## src/hw/rtl/rect_to_polar_converter_macros.svh

```systemverilog
// Assertion macros for the rect-to-polar converter.
// Included by the one module with concurrent assertions; needs nothing else.
`ifndef RECT_TO_POLAR_CONVERTER_MACROS_SVH
`define RECT_TO_POLAR_CONVERTER_MACROS_SVH

// Same-cycle implication, disabled while reset is high.
`define RTP_ASSERT_IMPLY(name, clk_s, rst_s, pre, post) \
  name: assert property (@(posedge clk_s) disable iff (rst_s) (pre) |-> (post)) \
    else $error("rtp: implication check failed");

// Next-cycle implication, disabled while reset is high.
`define RTP_ASSERT_NEXT(name, clk_s, rst_s, pre, post) \
  name: assert property (@(posedge clk_s) disable iff (rst_s) (pre) |=> (post)) \
    else $error("rtp: next-cycle check failed");

`endif

```

## src/hw/rtl/rtp_pkg.sv

```systemverilog
// Shared constants and the arctangent table of the rect-to-polar converter.
// No dependencies; every other file but the macro header imports it.
package rtp_pkg;

  localparam int COORD_WIDTH_DEF = 16;
  localparam int ITERATIONS_DEF  = 16;

  // angle accumulator: signed, 24 fraction bits
  localparam int ANG_W    = 28;
  localparam int ANG_FRAC = 24;
  localparam logic signed [ANG_W-1:0] PI_Q24     = 28'sd52707179;
  localparam logic signed [ANG_W-1:0] ROUND_BIAS = 28'sd1024;

  // result words
  localparam int OUT_W    = 16;
  localparam int OUT_FRAC = 13;
  localparam int ANG_SHIFT = ANG_FRAC - OUT_FRAC;
  localparam logic signed [OUT_W-1:0] OUT_PI  = 16'sd25736;
  localparam logic        [OUT_W-1:0] MAG_MAX = '1;

  // atan(2^-i) in Q24, rounded to nearest; exact powers of two past the table
  function automatic logic signed [ANG_W-1:0] atan_q24(input int unsigned i);
    logic signed [ANG_W-1:0] one;
    one = 1;
    unique case (i)
      0: return 28'sd13176795;
      1: return 28'sd7778716;
      2: return 28'sd4110060;
      3: return 28'sd2086331;
      4: return 28'sd1047214;
      5: return 28'sd524117;
      6: return 28'sd262123;
      7: return 28'sd131069;
      8: return 28'sd65536;
      9: return 28'sd32768;
      default: begin
        if (i <= ANG_FRAC) return one <<< (ANG_FRAC - i);
        else return '0;
      end
    endcase
  endfunction

endpackage

```

## src/hw/rtl/rtp_point_if.sv

```systemverilog
// Input channel of the converter: one Cartesian point per word.
// Depends on rtp_pkg for the default coordinate width.
interface rtp_point_if import rtp_pkg::*; #(
  parameter int COORD_WIDTH = COORD_WIDTH_DEF
) ();
  logic                          valid;
  logic                          ready;
  logic signed [COORD_WIDTH-1:0] x_coord;
  logic signed [COORD_WIDTH-1:0] y_coord;

  modport source (output valid, x_coord, y_coord, input ready);
  modport sink   (input valid, x_coord, y_coord, output ready);
endinterface

```

## src/hw/rtl/rtp_polar_if.sv

```systemverilog
// Output channel of the converter: magnitude and angle per word.
// Depends on rtp_pkg for the result width.
interface rtp_polar_if import rtp_pkg::*; ();
  logic                    valid;
  logic                    ready;
  logic        [OUT_W-1:0] magnitude;
  logic signed [OUT_W-1:0] angle_rad;

  modport source (output valid, magnitude, angle_rad, input ready);
  modport sink   (input valid, magnitude, angle_rad, output ready);
endinterface

```

## src/hw/rtl/rtp_step.sv

```systemverilog
// One pipeline stage: a CORDIC vectoring rotation and one square-root digit.
// Depends on rtp_pkg for the angle format and the arctangent table.
module rtp_step import rtp_pkg::*; #(
  parameter int COORD_WIDTH = COORD_WIDTH_DEF,
  parameter int ITERATIONS  = ITERATIONS_DEF,
  parameter int STEP        = 0,
  localparam int XW = COORD_WIDTH + 3,
  localparam int RB = COORD_WIDTH,
  localparam int SW = 2 * COORD_WIDTH,
  localparam int RW = RB + 2
) (
  input  logic                    clk,
  input  logic                    load,
  input  logic signed [XW-1:0]    x_in,
  input  logic signed [XW-1:0]    y_in,
  input  logic signed [ANG_W-1:0] z_in,
  input  logic        [SW-1:0]    sum_in,
  input  logic        [RW-1:0]    rem_in,
  input  logic        [RB-1:0]    root_in,
  input  logic                    origin_in,
  output logic signed [XW-1:0]    x_out,
  output logic signed [XW-1:0]    y_out,
  output logic signed [ANG_W-1:0] z_out,
  output logic        [SW-1:0]    sum_out,
  output logic        [RW-1:0]    rem_out,
  output logic        [RB-1:0]    root_out,
  output logic                    origin_out
);

  logic signed [XW-1:0]    x_next;
  logic signed [XW-1:0]    y_next;
  logic signed [ANG_W-1:0] z_next;
  logic        [RW-1:0]    rem_next;
  logic        [RB-1:0]    root_next;

  if (STEP < ITERATIONS) begin : g_rot
    localparam logic signed [ANG_W-1:0] ATAN = atan_q24(STEP);
    logic signed [XW-1:0] xs;
    logic signed [XW-1:0] ys;

    // arithmetic shift is a floor shift
    assign xs = x_in >>> STEP;
    assign ys = y_in >>> STEP;

    always_comb begin
      if (!y_in[XW-1]) begin
        x_next = x_in + ys;
        y_next = y_in - xs;
        z_next = z_in + ATAN;
      end else begin
        x_next = x_in - ys;
        y_next = y_in + xs;
        z_next = z_in - ATAN;
      end
    end
  end else begin : g_rot_pass
    assign x_next = x_in;
    assign y_next = y_in;
    assign z_next = z_in;
  end

  if (STEP < RB) begin : g_root
    localparam int POS = 2 * (RB - 1 - STEP);
    logic [RW-1:0] acc;
    logic [RW-1:0] trial;

    // bring down the next two bits of the radicand, try root bit 1
    assign acc   = {rem_in[RW-3:0], sum_in[POS +: 2]};
    assign trial = {root_in, 2'b01};

    always_comb begin
      if (acc >= trial) begin
        rem_next  = acc - trial;
        root_next = {root_in[RB-2:0], 1'b1};
      end else begin
        rem_next  = acc;
        root_next = {root_in[RB-2:0], 1'b0};
      end
    end
  end else begin : g_root_pass
    assign rem_next  = rem_in;
    assign root_next = root_in;
  end

  always_ff @(posedge clk) begin
    if (load) begin
      x_out      <= x_next;
      y_out      <= y_next;
      z_out      <= z_next;
      sum_out    <= sum_in;
      rem_out    <= rem_next;
      root_out   <= root_next;
      origin_out <= origin_in;
    end
  end

endmodule

```

## src/hw/rtl/rect_to_polar_converter.sv

```systemverilog
// Pipelined rect-to-polar converter: integer rounded magnitude and Q13 atan2.
// Depends on rtp_pkg, rtp_point_if, rtp_polar_if, rtp_step and the macro header.
//
//   channel  dir  word
//   point    in   x_coord, y_coord   signed COORD_WIDTH bits each
//   polar    out  magnitude (16 u), angle_rad (16 s, pi = 25736)
//
// One word in per cycle, one word out per cycle, while polar is ready.
// The pipe stages in order are fold, square, sum,
// one stage per CORDIC rotation / root digit, then rounding and clamping.
// Reset clears the stage valid bits only.
// A stall at polar reaches back combinationally; empty stages keep filling,
// so point stays ready while any bubble remains in the pipe.
`include "rect_to_polar_converter_macros.svh"

module rect_to_polar_converter import rtp_pkg::*; #(
  parameter int COORD_WIDTH = COORD_WIDTH_DEF,
  parameter int ITERATIONS  = ITERATIONS_DEF
) (
  input logic         clk,
  input logic         rst,
  rtp_point_if.sink   point,
  rtp_polar_if.source polar
);

  localparam int XW    = COORD_WIDTH + 3;
  localparam int RB    = COORD_WIDTH;
  localparam int SW    = 2 * COORD_WIDTH;
  localparam int RW    = RB + 2;
  localparam int NSTEP = (ITERATIONS > RB) ? ITERATIONS : RB;
  localparam int LAST  = NSTEP + 3;
  localparam int MW    = RB + 1;
  localparam int EW    = (MW > OUT_W) ? MW : OUT_W;

  // ---------------- handshake ----------------
  logic [LAST:0] vld;
  logic [LAST:0] adv;
  logic [LAST:0] vld_in;

  assign adv[LAST] = !vld[LAST] || polar.ready;
  for (genvar k = 0; k < LAST; k++) begin : g_adv
    assign adv[k] = !vld[k] || adv[k+1];
  end
  assign vld_in = {vld[LAST-1:0], point.valid};

  always_ff @(posedge clk) begin
    if (rst) begin
      vld <= '0;
    end else begin
      for (int k = 0; k <= LAST; k++) begin
        if (adv[k]) vld[k] <= vld_in[k];
      end
    end
  end

  assign point.ready = adv[0];
  assign polar.valid = vld[LAST];

  // ---------------- stage 0: fold into right half-plane ----------------
  logic signed [XW-1:0]          xe;
  logic signed [XW-1:0]          ye;
  logic signed [XW-1:0]          xn;
  logic signed [XW-1:0]          yn;
  logic                          left;
  logic        [COORD_WIDTH-1:0] ax0;
  logic        [COORD_WIDTH-1:0] ay0;
  logic signed [XW-1:0]          cx0;
  logic signed [XW-1:0]          cy0;
  logic signed [ANG_W-1:0]       cz0;
  logic                          org0;

  assign xe   = XW'(point.x_coord);
  assign ye   = XW'(point.y_coord);
  assign xn   = -xe;
  assign yn   = -ye;
  assign left = point.x_coord[COORD_WIDTH-1];

  always_ff @(posedge clk) begin
    if (adv[0]) begin
      ax0  <= left ? xn[COORD_WIDTH-1:0] : xe[COORD_WIDTH-1:0];
      ay0  <= point.y_coord[COORD_WIDTH-1] ? yn[COORD_WIDTH-1:0] : ye[COORD_WIDTH-1:0];
      cx0  <= left ? xn : xe;
      cy0  <= left ? yn : ye;
      if (!left) cz0 <= '0;
      else if (point.y_coord[COORD_WIDTH-1]) cz0 <= -PI_Q24;
      else cz0 <= PI_Q24;
      org0 <= (point.x_coord == '0) && (point.y_coord == '0);
    end
  end

  // ---------------- stage 1: squares ----------------
  logic        [SW-1:0]    sqx1;
  logic        [SW-1:0]    sqy1;
  logic signed [XW-1:0]    cx1;
  logic signed [XW-1:0]    cy1;
  logic signed [ANG_W-1:0] cz1;
  logic                    org1;

  always_ff @(posedge clk) begin
    if (adv[1]) begin
      sqx1 <= {{COORD_WIDTH{1'b0}}, ax0} * {{COORD_WIDTH{1'b0}}, ax0};
      sqy1 <= {{COORD_WIDTH{1'b0}}, ay0} * {{COORD_WIDTH{1'b0}}, ay0};
      cx1  <= cx0;
      cy1  <= cy0;
      cz1  <= cz0;
      org1 <= org0;
    end
  end

  // ---------------- stage 2: sum of squares ----------------
  logic signed [XW-1:0]    sx    [NSTEP+1];
  logic signed [XW-1:0]    sy    [NSTEP+1];
  logic signed [ANG_W-1:0] sz    [NSTEP+1];
  logic        [SW-1:0]    ssum  [NSTEP+1];
  logic        [RW-1:0]    srem  [NSTEP+1];
  logic        [RB-1:0]    sroot [NSTEP+1];
  logic                    sorg  [NSTEP+1];

  always_ff @(posedge clk) begin
    if (adv[2]) begin
      ssum[0] <= sqx1 + sqy1;
      sx[0]   <= cx1;
      sy[0]   <= cy1;
      sz[0]   <= cz1;
      sorg[0] <= org1;
    end
  end

  assign srem[0]  = '0;
  assign sroot[0] = '0;

  // ---------------- rotation / root-digit stages ----------------
  for (genvar k = 0; k < NSTEP; k++) begin : g_step
    rtp_step #(
      .COORD_WIDTH (COORD_WIDTH),
      .ITERATIONS  (ITERATIONS),
      .STEP        (k)
    ) u_step (
      .clk        (clk),
      .load       (adv[k+3]),
      .x_in       (sx[k]),
      .y_in       (sy[k]),
      .z_in       (sz[k]),
      .sum_in     (ssum[k]),
      .rem_in     (srem[k]),
      .root_in    (sroot[k]),
      .origin_in  (sorg[k]),
      .x_out      (sx[k+1]),
      .y_out      (sy[k+1]),
      .z_out      (sz[k+1]),
      .sum_out    (ssum[k+1]),
      .rem_out    (srem[k+1]),
      .root_out   (sroot[k+1]),
      .origin_out (sorg[k+1])
    );
  end

  // ---------------- output stage: round and clamp ----------------
  logic        [MW-1:0]    mag_full;
  logic        [EW-1:0]    mag_ext;
  logic        [OUT_W-1:0] mag_next;
  logic signed [ANG_W-1:0] z_round;
  logic signed [ANG_W-1:0] z_q;
  logic signed [ANG_W-1:0] pi_ext;
  logic signed [OUT_W-1:0] ang_next;
  logic        [OUT_W-1:0] mag_q;
  logic signed [OUT_W-1:0] ang_q;

  // round up when the remainder passes the root: s > r*r + r
  assign mag_full = {1'b0, sroot[NSTEP]} + MW'(srem[NSTEP] > {2'b00, sroot[NSTEP]});
  assign mag_ext  = EW'(mag_full);
  assign mag_next = (mag_ext > EW'(MAG_MAX)) ? MAG_MAX : mag_ext[OUT_W-1:0];

  assign z_round = sz[NSTEP] + ROUND_BIAS;
  assign z_q     = z_round >>> ANG_SHIFT;
  assign pi_ext  = ANG_W'(OUT_PI);

  always_comb begin
    if (sorg[NSTEP]) ang_next = '0;
    else if (z_q > pi_ext) ang_next = OUT_PI;
    else if (z_q < -pi_ext) ang_next = -OUT_PI;
    else ang_next = z_q[OUT_W-1:0];
  end

  always_ff @(posedge clk) begin
    if (adv[LAST]) begin
      mag_q <= mag_next;
      ang_q <= ang_next;
    end
  end

  assign polar.magnitude = mag_q;
  assign polar.angle_rad = ang_q;

  // ---------------- checks ----------------
  `RTP_ASSERT_IMPLY(a_origin_angle, clk, rst, polar.valid && (polar.magnitude == '0), polar.angle_rad == '0)
  `RTP_ASSERT_IMPLY(a_angle_range, clk, rst, polar.valid, (polar.angle_rad <= OUT_PI) && (polar.angle_rad >= -OUT_PI))
  `RTP_ASSERT_IMPLY(a_ready_flows, clk, rst, polar.ready, point.ready)
  `RTP_ASSERT_NEXT(a_empty_fill, clk, rst, point.valid && point.ready && (vld == '0), vld == (LAST+1)'(1))

endmodule

```

## src/flat_wrapper.sv

```systemverilog
// flat-port wrapper written by rule: the top's interface ports become plain ports
module rect_to_polar_converter_flat import rtp_pkg::*;
#(
  parameter int COORD_WIDTH = COORD_WIDTH_DEF,
  parameter int ITERATIONS  = ITERATIONS_DEF
)
  (clk, rst, point_valid, point_x_coord, point_y_coord, point_ready, polar_valid, polar_magnitude, polar_angle_rad, polar_ready);
  rtp_point_if #(.COORD_WIDTH(COORD_WIDTH)) point_i ();
  rtp_polar_if polar_i ();
  input logic clk;
  input logic rst;
  input wire logic [$bits(point_i.valid)-1:0] point_valid;
  input wire logic [$bits(point_i.x_coord)-1:0] point_x_coord;
  input wire logic [$bits(point_i.y_coord)-1:0] point_y_coord;
  output wire logic [$bits(point_i.ready)-1:0] point_ready;
  output wire logic [$bits(polar_i.valid)-1:0] polar_valid;
  output wire logic [$bits(polar_i.magnitude)-1:0] polar_magnitude;
  output wire logic [$bits(polar_i.angle_rad)-1:0] polar_angle_rad;
  input wire logic [$bits(polar_i.ready)-1:0] polar_ready;
  assign point_i.valid = point_valid;
  assign point_i.x_coord = point_x_coord;
  assign point_i.y_coord = point_y_coord;
  assign point_ready = point_i.ready;
  assign polar_valid = polar_i.valid;
  assign polar_magnitude = polar_i.magnitude;
  assign polar_angle_rad = polar_i.angle_rad;
  assign polar_i.ready = polar_ready;
  rect_to_polar_converter #(.COORD_WIDTH(COORD_WIDTH), .ITERATIONS(ITERATIONS)) u_core (.clk(clk), .rst(rst), .point(point_i), .polar(polar_i));
endmodule
```

## config.mk

```make
export PLATFORM = sky130hd
export DESIGN_NAME = rect_to_polar_converter_flat
export DESIGN_NICKNAME = d
export VERILOG_FILES = /design/src/hw/rtl/rtp_pkg.sv /design/src/hw/rtl/rtp_point_if.sv /design/src/hw/rtl/rtp_polar_if.sv /design/src/hw/rtl/rtp_step.sv /design/src/hw/rtl/rect_to_polar_converter.sv /design/src/flat_wrapper.sv
export VERILOG_INCLUDE_DIRS = /design/src /design/src/hw/rtl
export SDC_FILE = /design/constraint.sdc
export NUM_CORES = 2
export LEC_CHECK = 0
export BUFFER_PORTS_ARGS = -buffer_cell sky130_fd_sc_hd__buf_2
export CAP_MARGIN = 15
export CORE_MARGIN = 2
export CORE_UTILIZATION = 42
export CTS_CLUSTER_SIZE = 40
export DETAILED_ROUTE_END_ITERATION = 16
export PLACE_DENSITY_LB_ADDON = 0.25
export SKIP_CTS_REPAIR_TIMING = 1
export SYNTH_ARGS = -nofsm -noshare
export SYNTH_HDL_FRONTEND = slang
export SYNTH_SLANG_ARGS = --single-unit
```

## constraint.sdc

```tcl
create_clock -name clk -period 14.6 [get_ports clk]
set_input_delay 2.19 -clock clk [delete_from_list [all_inputs] [get_ports clk]]
set_output_delay 2.19 -clock clk [all_outputs]
set_load 0.03 [all_outputs]
```

# After elaboration in Yosys (flattened, before gate mapping)
# Index checks and enable logic that the tools add are counted.
[totals]
latchBits = 0
output_inout_bits = 34
ramBits = 0
wordCells = 414
ff_bits = 2017
mem_count = 0
romBits = 0
[op_classes]
shifts = 0
add_sub_neg = 110
n_mux = 84
n_mul = 2
n_lt_le_gt_ge = 20
n_eq_ne = 0
n_reduce_logical = 45
bitwise = 0
div = 0
[op_table]
columns = ["operator", "count"]
rows = [
  ["two-way mux 19 bit", 30],
  ["two-way mux 28 bit", 17],
  ["two-way mux 16 bit", 15],
  ["multiplier 16 x 16 -> 32 bit", 2],
  ["two-way mux 15 bit", 4],
  ["adder 28 x 12 -> 28 bit, second input constant", 2],
  ["adder 28 x 18 -> 28 bit, second input constant", 2],
  ["subtractor 28 x 18 -> 28 bit, second input constant", 2],
  ["adder 19 x 10 -> 19 bit", 2],
  ["adder 19 x 11 -> 19 bit", 2],
  ["adder 19 x 12 -> 19 bit", 2],
  ["adder 19 x 13 -> 19 bit", 2],
  ["adder 19 x 14 -> 19 bit", 2],
  ["adder 19 x 15 -> 19 bit", 2],
  ["adder 19 x 16 -> 19 bit", 2],
  ["adder 19 x 17 -> 19 bit", 2],
  ["adder 19 x 18 -> 19 bit", 2],
  ["adder 19 x 6 -> 19 bit", 2],
  ["adder 19 x 7 -> 19 bit", 2],
  ["adder 19 x 8 -> 19 bit", 2],
  ["adder 19 x 9 -> 19 bit", 2],
  ["negation 16 -> 19 bit", 2],
  ["subtractor 19 x 10 -> 19 bit", 2],
  ["subtractor 19 x 11 -> 19 bit", 2],
  ["other kinds (88)", 155],
]

# Depth between registers and ports, before layout
[depth]
depth_word = 21
depth_mapped = 27

# Cells and area by module
# A second synthesis with hierarchy kept.
[unflattened]
cells_unflattened = 14648
area_unflattened_um2 = 160422.6
[modules_own_cells]
columns = ["mod", "seq_area_each_um2", "area_per_inst_um2", "instances", "cells_each"]
rows = [
  ["rect_to_polar_converter", 8358.0, 26770.7, 1, 2566],
  ["rtp_step (u_core.g_step[0].u_step)", 3963.8, 9305.2, 1, 902],
  ["rtp_step (u_core.g_step[3].u_step)", 3993.8, 8883.5, 1, 845],
  ["rtp_step (u_core.g_step[7].u_step)", 3993.8, 8841.0, 1, 832],
  ["rtp_step (u_core.g_step[4].u_step)", 3993.8, 8808.4, 1, 816],
  ["rtp_step (u_core.g_step[6].u_step)", 3993.8, 8759.7, 1, 819],
  ["rtp_step (u_core.g_step[5].u_step)", 3993.8, 8682.1, 1, 801],
  ["rtp_step (u_core.g_step[1].u_step)", 3993.8, 8653.3, 1, 810],
  ["rtp_step (u_core.g_step[2].u_step)", 3993.8, 8644.5, 1, 793],
  ["rtp_step (u_core.g_step[15].u_step)", 3993.8, 8171.6, 1, 741],
  ["rtp_step (u_core.g_step[12].u_step)", 3993.8, 7996.4, 1, 689],
  ["rtp_step (u_core.g_step[13].u_step)", 3993.8, 7992.7, 1, 685],
  ["rtp_step (u_core.g_step[14].u_step)", 3993.8, 7917.6, 1, 695],
  ["rtp_step (u_core.g_step[11].u_step)", 3993.8, 7811.2, 1, 674],
  ["3 more rows", "--", "--", "--", "--"],
]

# Least setup slack after synthesis
# Ideal clock, no wire load.
[synth_path]
path_type = "input-to-output"
start = "input port polar_ready"
end = "output port point_ready"
cell_stages = 9
setup_slack_ns = 2.205
path_buffers = 0
t_arrival_ns = 10.205
path_cell_list = "nor2b_1 -> inv_1 -> nor2_1 -> and2_1 -> inv_1 -> nor3_1 -> nand3_1 -> nor2_1 -> nand3_1"
[synth_between]
elab_chain_len = 20
[synth_lines]
columns = ["element", "line", "rtl"]
rows = [
  ["from (decl)", "flat_wrapper.sv:19", "input wire logic [$bits(polar_i.ready)-1:0] polar_ready;"],
  ["logical OR 1 bit", "rect_to_polar_converter.sv:40", "assign adv[LAST] = !vld[LAST] || polar.ready;"],
  ["via u_core.adv[19]", "rect_to_polar_converter.sv:37", "logic [LAST:0] adv;"],
  ["logical OR 1 bit (5 in a row)", "rect_to_polar_converter.sv:42", "assign adv[k] = !vld[k] || adv[k+1];"],
  ["via u_core.adv[14]", "rect_to_polar_converter.sv:37", ""],
  ["logical OR 1 bit (11 in a row)", "rect_to_polar_converter.sv:42", ""],
  ["via u_core.adv[3]", "rect_to_polar_converter.sv:37", ""],
  ["logical OR 1 bit (3 in a row)", "rect_to_polar_converter.sv:42", ""],
  ["to (decl)", "flat_wrapper.sv:15", "output wire logic [$bits(point_i.ready)-1:0] point_ready;"],
]
# The timed path passes the listed nets, and every way through them passes these cells.

# Worst setup path in the final report
# Ends and elaborated chain as after synthesis.

==> reports/results.ini <==
[setup_path]
arrival_ps=6000
r2r_slack_ps=7080
crit_path_max_fanout=59
critPathRequiredTime_ps=12410
r2r-start=u_core.cx0[9]
crit_type=primary input to primary output
r2r_end=u_core.sqx1[30]
r2r_cells=24
cp-end-kind=primary output
start_kind=primary input

[yosys]
yosysSeqAreaShare_pct=43.75
ys_seq_elements=1796
syn_area_um2=122800
yosys.area.top_type=edfxtp_1
synthArstFlopShare_pct=0
synth-edff-count=1776
synth_cell_types=91
avgSynthCellArea_um2=10.77
synth.area.top_cells=edfxtp_1 (43%), ha_1 (13%), fa_1 (6.0%)
yosysWarnings=0
netlist_instances=11410
ys.flop_type=edfxtp_1
synth_top_area_share_pct=43.42

[floorplan]
core_um2=290800
die_x_um=544.8
die_h_um=544.8
rows=198
start_util_pct=42.23
dieArea_um2=296800
ios=70

[timing]
clock-skew-final_ps=98.55
fmax_ghz=0.1222
rsz0062_at_grt=no
min_period_over_period_pct=56.06
period_minus_slack_ps=8185
drv_slew=0
fin_ws_ps=6415
slew_headroom_pct=17.73
worst_pin_slew_ps=1218
fin_setup_tns_ps=0
worst_hold_slack_ps=372.5
hold_violations=0
setup_violations=0

[detailed_routing]
vias=82410
ant_nets=0
viasPerCell=5.269
dr.pass1.iters=6
drt_iter0_drc=4692
avgRoutedWirePerCell_um=16.79
drc=0
routed_wl_um=262600

[flow_run]
max_cap_viol_count=0

[layout]
areaGrowthSynthToFinish_pct=9.605
drive_gt1_share_pct=5.129
layout_commonest_cell=edfxtp_1
layout.nets=13260
num-fill-cells=26560
mostFrequentLayoutCells=edfxtp_1 (1776), ha_1 (1281), inv_1 (1119), nor2_1 (973), xnor2_1 (840)

[grt]
grt_max_degree=90
antenna_found_initial=4
gr-total-overflow=0
grt_usage_pct=17.60
grt_pass1_vias=82680
grt_pass1_wl_um=428600

[clocking]
ctsLongestPathBuffers=4
clk_latency_ps=900
clkSinkCount=1796
numCtsBuffers=200
cts_tree=done
root_buffer=clkbuf_16
htreeDepth=4
clk_pin_slew_worst_paths_ps=60

[hold_path]
hold_end=u_core.g_step[3].u_step.sum_out[22]
hold_depth=0
hp-start=u_core.g_step[2].u_step.sum_out[22]
hold_class=flip-flop to flip-flop

[placed_design]
port_buffers=69
dp_hpwl_um=205900
post-place-ws_ps=6304
gp_congestion=0.8878

[status]
status=finished, final reports clean

flip-flops by register name, indices dropped and copies added (netlist names), 16 cells and up:
signal	count
u_core.g_step.u_step.z_out	366
u_core.g_step.u_step.y_out	266
u_core.g_step.u_step.x_out	252
u_core.g_step.u_step.sum_out	240
u_core.g_step.u_step.rem_out	235
u_core.g_step.u_step.root_out	136
u_core.ssum	32
u_core.sqx1	30
u_core.sqy1	30
u_core.vld	20
u_core.cx0	19
u_core.cx1	19
u_core.cy0	19
u_core.cy1	19
u_core.sx	19
u_core.sy	19
u_core.g_step.u_step.origin_out	16
u_core.polar.angle_rad	16
u_core.polar.magnitude	16
cell usage after synthesis, drive strengths merged, types with 21 or more instances:
cell,count
nor4,60
ha,1281
o211a,21
nor2b,216
inv,1128
buf,24
nand4,44
o21a,175
nor3,367
a21o,204
o21ai,479
or3,128
o211ai,50
xor2,399
o21bai,102
and2,141
o41ai,63
a31oi,77
nand2,643
fa,371
and3,73
nand3,190
mux2i,36
nor2,974
o31ai,34
or4,35
o2111ai,34
xnor2,840
edfxtp,1776
clkbuf,137
nand2b,140
or2,63
a21boi,62
a211oi,42
a21oi,730
mux2,45
cells by family after synthesis:
logic type               after synthesis  share of synthesized area [%]
multiplexers                          81                         0.7059
AND/OR/NAND/NOR                     3131                          12.22
XOR/XNOR                            1239                          8.835
buffers and inverters               1293                          3.960
AO/OA/AOI/OAI                       2214                          11.43
adder cells (fa/ha/maj)             1652                          19.10
flip-flops                          1796                          43.75
other                                  1                       0.003053
metal layers:
layer  vias up  part of all wire, %  GRT usage (%)
met5         -               0.0061              0
met4         2                  3.0          5.544
met3       444                  3.3          1.737
met2      1455                   49          31.39
met1     39620                   44          22.34
li1      40890                    -              -
critical path, stage by stage:
cell and delay [ps]:
buf_2 100, nor2b_1 280, inv_1 100, nor2_1 140, buf_4 140, and2_1 290, inv_4 280, nor3_1 390
buf_4 240, nand3_4 410, nor2_1 610, nand3_4 100, buf_4 330, buf_2 300
metrics by stage:
step	instances	utilization [%]	instance area, µm²
after floorplan	11410	-	122800
after global placement	15270	43.99	127900
after detailed placement	15270	43.99	127900
after CTS	15630	46.27	134600
after global routing	15640	46.29	134600
final	15640	46.29	134600
layout make-up:
class,instances,area (µm²),share of cell area [%]
Antenna cell,3,7.507,0.005576
Clock buffer,230,5220,3.877
Clock inverter,137,1419,1.054
Inverter,1132,4262,3.166
Multi-Input combinational cell,8321,64350,47.80
Sequential cell,1796,53730,39.91
Tap cell,3900,4880,3.625
Timing Repair Buffer,121,754.5,0.5604
worst max path at each step:
stage                startpoint           to  slack (ps)  cells after the start
floorplan           polar_ready  point_ready        2210                      9
CTS                 polar_ready  point_ready        6280                     14
global route        polar_ready  point_ready        6030                     14
detailed placement  polar_ready  point_ready        6300                     14
finish              polar_ready  point_ready        6410                     14
global placement    polar_ready  point_ready        6330                     14
Power is not shown: default switching activity piles up to over one toggle a cycle in this logic, so the estimate is an artifact.
